==> config.mk <==
export PLATFORM = sky130hd
export DESIGN_NAME = bfa_controller
export DESIGN_NICKNAME = d
export VERILOG_FILES = /design/src/sv/bfa_pkg.sv /design/src/sv/bfa_controller.sv
export SDC_FILE = /design/constraint.sdc
export NUM_CORES = 1
export LEC_CHECK = 0
export ABC_AREA = 1
export ABC_CLOCK_PERIOD_IN_PS = 1500
export BUFFER_PORTS_ARGS = -buffer_cell sky130_fd_sc_hd__buf_2
export CORE_MARGIN = 10
export CORE_UTILIZATION = 31
export DETAILED_ROUTE_END_ITERATION = 6
export MAX_ROUTING_LAYER = met4
export PLACE_DENSITY = 0.56
export SYNTH_ARGS = -nofsm -noshare
export SYNTH_HDL_FRONTEND = slang
export SYNTH_SLANG_ARGS = --single-unit
==> constraint.sdc <==
create_clock -name clock -period 1.5 [get_ports clock]
set_clock_uncertainty 0.15 [all_clocks]
set_input_delay 0.3 -clock clock [delete_from_list [all_inputs] [get_ports clock]]
set_output_delay 0.3 -clock clock [all_outputs]
set_load 0.02 [all_outputs]
==> src/sv/bfa_pkg.sv <==
// ----------------------------------------------------------------------------
// bfa_pkg
// Types and constants shared by the bitmap frame allocator modules.
// ----------------------------------------------------------------------------
`default_nettype none

package bfa_pkg;

   localparam int ADDR_W     = 32;
   localparam int KB_W       = 22;
   localparam int CNT_OUT_W  = 15;
   localparam int CSR_IDX_W  = 2;
   localparam int CSR_DATA_W = 32;
   localparam int WORD_BITS  = 32;
   localparam int BIT_IDX_W  = 5;

   // memory end = (upper kb + KB_OFFSET) << KB_SHIFT
   localparam int KB_OFFSET  = 1024;
   localparam int KB_SHIFT   = 10;

   // request kinds
   localparam logic [1:0] REQ_INIT  = 2'd0;
   localparam logic [1:0] REQ_ALLOC = 2'd1;
   localparam logic [1:0] REQ_FREE  = 2'd2;

   // result status codes
   localparam logic [1:0] ST_DONE    = 2'd0;
   localparam logic [1:0] ST_NOMEM   = 2'd1;
   localparam logic [1:0] ST_IGNORED = 2'd2;

   // register indexes
   localparam logic [CSR_IDX_W-1:0] CSR_MEM_UPPER_KB = 2'd0;
   localparam logic [CSR_IDX_W-1:0] CSR_BASE_ADDR    = 2'd1;
   localparam logic [CSR_IDX_W-1:0] CSR_FREE_END     = 2'd2;

   // register reset values
   localparam logic [KB_W-1:0]   RST_MEM_UPPER_KB = 22'd64512;
   localparam logic [ADDR_W-1:0] RST_BASE_ADDR    = 32'h0040_0000;
   localparam logic [ADDR_W-1:0] RST_FREE_END     = 32'h0440_0000;

   typedef struct packed {
      logic [1:0]        req_type;
      logic [ADDR_W-1:0] frame_address;
   } bfa_req_type;

   typedef struct packed {
      logic [1:0]           status;
      logic [ADDR_W-1:0]    alloc_address;
      logic [CNT_OUT_W-1:0] free_count;
      logic [CNT_OUT_W-1:0] used_count;
   } bfa_rsp_type;

   // controller -> datapath
   typedef struct packed {
      logic       capture;     // latch request
      logic       clear_step;  // write all-ones word, advance pointer
      logic       init_end;    // compute clamped memory end
      logic       init_count;  // compute managed frame count
      logic       init_step;   // write init pattern word, advance pointer
      logic       scan;        // first-fit scan for a clear bit
      logic       alloc_wb;    // set found bit, bump used count
      logic       free_chk;    // range check of the freed address
      logic       free_rd;     // read word holding the freed frame
      logic       free_wb;     // clear the bit if it was set
      logic       respond;     // present the result
      logic [1:0] rsp_code;
   } bfa_cmd_type;

   // datapath -> controller
   typedef struct packed {
      logic last;      // word pointer at last word
      logic hit;       // scanned word has a clear bit
      logic scan_end;  // last word scanned
      logic free_ok;   // freed frame in range
      logic bit_set;   // freed frame currently used
   } bfa_sts_type;

endpackage

`default_nettype wire

==> src/sv/bfa_controller.sv <==
// ----------------------------------------------------------------------------
// bfa_controller
// Sequencer for clearing pass, init, first-fit alloc and free requests.
// ----------------------------------------------------------------------------
`default_nettype none

module bfa_controller (
   input  wire logic                 clock,
   input  wire logic                 reset,
   input  wire logic                 start,
   input  wire logic [1:0]           req_type,
   input  wire bfa_pkg::bfa_sts_type sts,
   output bfa_pkg::bfa_cmd_type      cmd,
   output logic                      busy
);
   import bfa_pkg::*;

   localparam logic [3:0] S_CLEAR     = 4'd0;
   localparam logic [3:0] S_IDLE      = 4'd1;
   localparam logic [3:0] S_INIT_END  = 4'd2;
   localparam logic [3:0] S_INIT_CNT  = 4'd3;
   localparam logic [3:0] S_INIT_FILL = 4'd4;
   localparam logic [3:0] S_SCAN      = 4'd5;
   localparam logic [3:0] S_ALLOC_WB  = 4'd6;
   localparam logic [3:0] S_FREE_CHK  = 4'd7;
   localparam logic [3:0] S_FREE_RD   = 4'd8;
   localparam logic [3:0] S_FREE_WB   = 4'd9;
   localparam logic [3:0] S_DONE      = 4'd10;

   logic [3:0] state_ff;
   logic [3:0] state_in;
   logic [1:0] code_ff;
   logic [1:0] code_in;

   always_comb begin
      state_in = state_ff;
      code_in  = code_ff;
      cmd      = '0;
      case (state_ff)
         S_CLEAR: begin
            cmd.clear_step = 1'b1;
            if (sts.last) begin
               state_in = S_IDLE;
            end
         end
         S_IDLE: begin
            if (start) begin
               cmd.capture = 1'b1;
               case (req_type)
                  REQ_INIT:  state_in = S_INIT_END;
                  REQ_ALLOC: state_in = S_SCAN;
                  REQ_FREE:  state_in = S_FREE_CHK;
                  default: begin
                     code_in  = ST_IGNORED;
                     state_in = S_DONE;
                  end
               endcase
            end
         end
         S_INIT_END: begin
            cmd.init_end = 1'b1;
            state_in     = S_INIT_CNT;
         end
         S_INIT_CNT: begin
            cmd.init_count = 1'b1;
            state_in       = S_INIT_FILL;
         end
         S_INIT_FILL: begin
            cmd.init_step = 1'b1;
            if (sts.last) begin
               code_in  = ST_DONE;
               state_in = S_DONE;
            end
         end
         S_SCAN: begin
            cmd.scan = 1'b1;
            if (sts.hit) begin
               state_in = S_ALLOC_WB;
            end else if (sts.scan_end) begin
               code_in  = ST_NOMEM;
               state_in = S_DONE;
            end
         end
         S_ALLOC_WB: begin
            cmd.alloc_wb = 1'b1;
            code_in      = ST_DONE;
            state_in     = S_DONE;
         end
         S_FREE_CHK: begin
            cmd.free_chk = 1'b1;
            state_in     = S_FREE_RD;
         end
         S_FREE_RD: begin
            if (sts.free_ok) begin
               cmd.free_rd = 1'b1;
               state_in    = S_FREE_WB;
            end else begin
               code_in  = ST_IGNORED;
               state_in = S_DONE;
            end
         end
         S_FREE_WB: begin
            cmd.free_wb = 1'b1;
            code_in     = sts.bit_set ? ST_DONE : ST_IGNORED;
            state_in    = S_DONE;
         end
         S_DONE: begin
            cmd.respond  = 1'b1;
            cmd.rsp_code = code_ff;
            state_in     = S_IDLE;
         end
         default: begin
            state_in = S_IDLE;
         end
      endcase
   end

   always_ff @(posedge clock) begin
      if (reset) begin
         state_ff <= S_CLEAR;
         code_ff  <= ST_DONE;
      end else begin
         state_ff <= state_in;
         code_ff  <= code_in;
      end
   end

   assign busy = (state_ff != S_IDLE);

endmodule

`default_nettype wire

==> results.txt <==
- Outcome: finished with violations
- Violated checks: negative setup slack
- Static timing analysis puts the maximum clock frequency at 602 MHz.
* Element type at the critical path end: output pin
- Most used cells in the layout excluding fill and tap cells: 17 x sky130_fd_sc_hd__nand2_1, 16 x sky130_fd_sc_hd__buf_6, 14 x sky130_fd_sc_hd__inv_1, 14 x sky130_fd_sc_hd__buf_4
* Number of detailed-routing iterations run before antenna repair: 4
- Total Die Area: 4210 sq um
* Number of register bits inferred by synthesis: 6
- The detailed router placed 849 vias in this run.
- During synthesis, Yosys emitted a total of 0 warnings.
- For this design, the sink count on the clock tree is 6.
- Once detail routing completed, the nets flagged for antenna violations numbered 0.
- Prior to clock tree synthesis, the placed netlist has a worst setup slack of 0.00150 ns.
- Register-to-register path setup slack: -0.03 ns
* Hold Path Depth: 2
- Dividing the detail-routed wire length by the instance count gives roughly 13 um.
* Top-area cell type share of the netlist area: between 10% and 20%
* Hold slack final: 0.122 ns
- Maximum capacitance violations: 0
- The die is 64.9 um wide.
- Once the floorplan was initialized, standard cells occupied 32.2% of the core.
* Startpoint of the most critical register-to-register path: state_ff[0]
- Transition at the pin with the smallest max-transition slack: 0.228 ns
- After the flow finishes, the layout carries non-filler instances totaling roughly 180.
* TritonCTS clock tree: yes
- Number of violations reported at the end of detailed-routing iteration 0: 13
- In this design, the stage delay of the slowest critical-path cell is roughly 0.37 ns.
- Max IR drop VDD: 0.00101 V
- Post-route clock period utilization: 111%
- Cells fill 62.6% of the core in the end.
- CTS Root Buffer Type: sky130_fd_sc_hd__clkbuf_4
- From bottom edge to top edge, the die measures between 60 and 70 um.
- The final-report hold violation count was 0.
- In this run the number of cells on the critical path is 7.
- Setup slack on the critical path of the routed design comes to -0.161 ns.
- The number of antenna violations at the first check in global routing was 0.
- Summed over all layers, the global routing overflow is 0.
- Clock slew at reported path FFs: 0.05 ns
- Unrepaired setup endpoints after global routing: true
* First-pass GRT wire length: 3.37 mm
- Synthesis produced a netlist with a net count of 127.
* Largest net degree at the start of global routing: 8
- Cells traversed along the worst timing path: inv_4 -> nand2_4 -> buf_6 -> nor2_4 -> inv_2 -> nor2_2 -> buf_6
- Cells on worst reg2reg path: 10
- Headroom to the max-slew limit came out at about 85%.
* Number of port buffers: 23
- 0 antenna diodes ended up in the layout.
* Critical Setup Path Class: reg2out
- Arrival time at the worst endpoint: ~1.2 ns
- Summed over all instances, the cell type with the most area after synthesis is sky130_fd_sc_hd__dfxtp_1.
- 24 I/O pins were placed.
- Buffer depth of the longest clock path: 2
- The worst setup path is launched from a flip-flop.
* Core Footprint: 1940 sq um
- By area the synthesized netlist is led by sky130_fd_sc_hd__dfxtp_1 19%, sky130_fd_sc_hd__nand2_1 19%, sky130_fd_sc_hd__inv_1 11%, sky130_fd_sc_hd__nor2_1 10%, sky130_fd_sc_hd__nand3_1 8.8%.
- The most critical setup path has its endpoint at cmd[0].
* GP Congestion: 0.890
* Clock latency of the later-clocked register in the worst-skew pair: ~0.24 ns
- The final layout contains routed wiring with a total length of 2.33 mm.
* Total clock buffers created by CTS: 3
- Setup violations remaining at the end of the flow were counted as 16.
- Sequential cell area fraction in the yosys report: about a fifth
- In the final design database the tool counted 171 nets.
- At the worst endpoint, the required time is 1.05 ns.
- The via count of the first global-routing pass came to 780.
- Placed cell count: 172
- Vias/cell: 4.64
- The wire-length estimate of the detail-placed layout is between 1.5 and 2 mm.
* Standard-cell rows: 16
- The worst register-to-register path ends at code_ff[0].
* Post-route setup TNS: -1.37 ns
- For the finished layout, the period the worst path requires is about 1.7 ns.
* Sum of buffers and inverters on the critical path: 4
- The area growth from synthesis to layout is 94.4%.
- Final slew viol count: 0
- CTS built an H-tree with a depth of 1.
- The library cell used most frequently in the layout, excluding fill and tap cells, is sky130_fd_sc_hd__nand2_1.
- Min-delay worst type: in2reg
* Critical path's most frequent cell: sky130_fd_sc_hd__buf_6
- The synthesized netlist occupies a cell area of 626 sq um.
- The cell family contributing the most delay on the critical path is flip-flops.
- CP max stage cell: sky130_fd_sc_hd__dfxtp_4
* Cell leakage power: 0.000613 uW
- Areal power density over the cells: between 1500 and 2000 nW/um^2
* Cell count after synthesis: between 100 and 150
- Critical path peak fanout: 4
* Global router's overall resource usage: around 10%
* Number of library cell types mapped by synthesis: 16
- Worst setup path startpoint: state_ff[2]
- Ratio of cells with drive above 1 in the final layout: 64.1%
- Remaining design rule violation count: 0
- In this run the mean area of a mapped cell was 5.49 sq um.
-- power breakdown --
part | leakage, uW | total (uW) | internal (uW) | switching (uW)
registers | 0.0000520 | 339 | 238 | 101
logic | 0.000547 | 1420 | 603 | 819
clock network | 0.0000138 | 149 | 90.5 | 58.4
-- per-stage QoR --
stage	total power (uW)	area (sq um)
3_3_place_gp	1210	846
6_report	1910	1220
5_1_grt	2060	1220
2_1_floorplan	942	641
3_5_place_dp	1210	846
4_1_cts	1500	1010
-- synth_stat cells --
library cell,count
sky130_fd_sc_hd__buf_6,1
sky130_fd_sc_hd__nand2_1,31
sky130_fd_sc_hd__inv_2,5
sky130_fd_sc_hd__o21ai_2,1
sky130_fd_sc_hd__inv_1,19
sky130_fd_sc_hd__o21ai_0,5
sky130_fd_sc_hd__a21oi_1,4
sky130_fd_sc_hd__nand3_1,11
sky130_fd_sc_hd__dfxtp_1,6
sky130_fd_sc_hd__o21ai_1,1
sky130_fd_sc_hd__nand4_1,1
sky130_fd_sc_hd__nor2_4,2
sky130_fd_sc_hd__nor2_2,5
sky130_fd_sc_hd__ha_1,3
sky130_fd_sc_hd__nand2_2,2
sky130_fd_sc_hd__nor2_1,17
-- registers in the layout, summed over array words and instances, names as in the netlist --
name      count
code_ff       2
state_ff      4
-- layout make-up --
cell class | count | area, sq um
fillers | 171 | 726
multi-input cells | 83 | 592
repair buffers | 40 | 335
flip-flops and latches | 6 | 135
inverters | 24 | 97.6
well taps | 27 | 33.8
clock buffers | 3 | 22.5
-- timing repair --
action	in CTS	in global routing
buffers inserted	5	4
resized for setup	39	52
hold buffers	0	0
endpoints found under the setup margin	16	20
pin swaps	7	21
-- metal layers --
| layer | routed length, um | vias to the layer above | global-route usage (%) |
|---|---|---|---|
| met5 | 0 | - | - |
| met4 | 0 | 0 | 1.07 |
| met3 | 78 | 0 | 2.58 |
| met2 | 1290 | 14 | 18.6 |
| met1 | 960 | 403 | 10.9 |
| li1 | - | 432 | - |
-- how the worst min path moves through the flow --
stage                       end        from  slack [ns]
floorplan           state_ff[0]       reset        0.22
global placement     code_ff[1]  code_ff[1]        0.31
detailed placement   code_ff[1]  code_ff[1]        0.33
CTS                 state_ff[0]       reset        0.12
global route        state_ff[0]       reset        0.12
finish              state_ff[0]       reset        0.12
-- cells by family (layout without fill, tap and decap cells) --
kind of cell / count (synthesis) / count (layout) / share of synthesized area, %
simple gates: 69 / 69 / 49.2
buf+inv: 25 / 67 / 16.2
compound gates: 11 / 11 / 9.40
flops: 6 / 6 / 19.2
fa+ha+maj: 3 / 3 / 6.00
(Power assumes the default switching activity.)
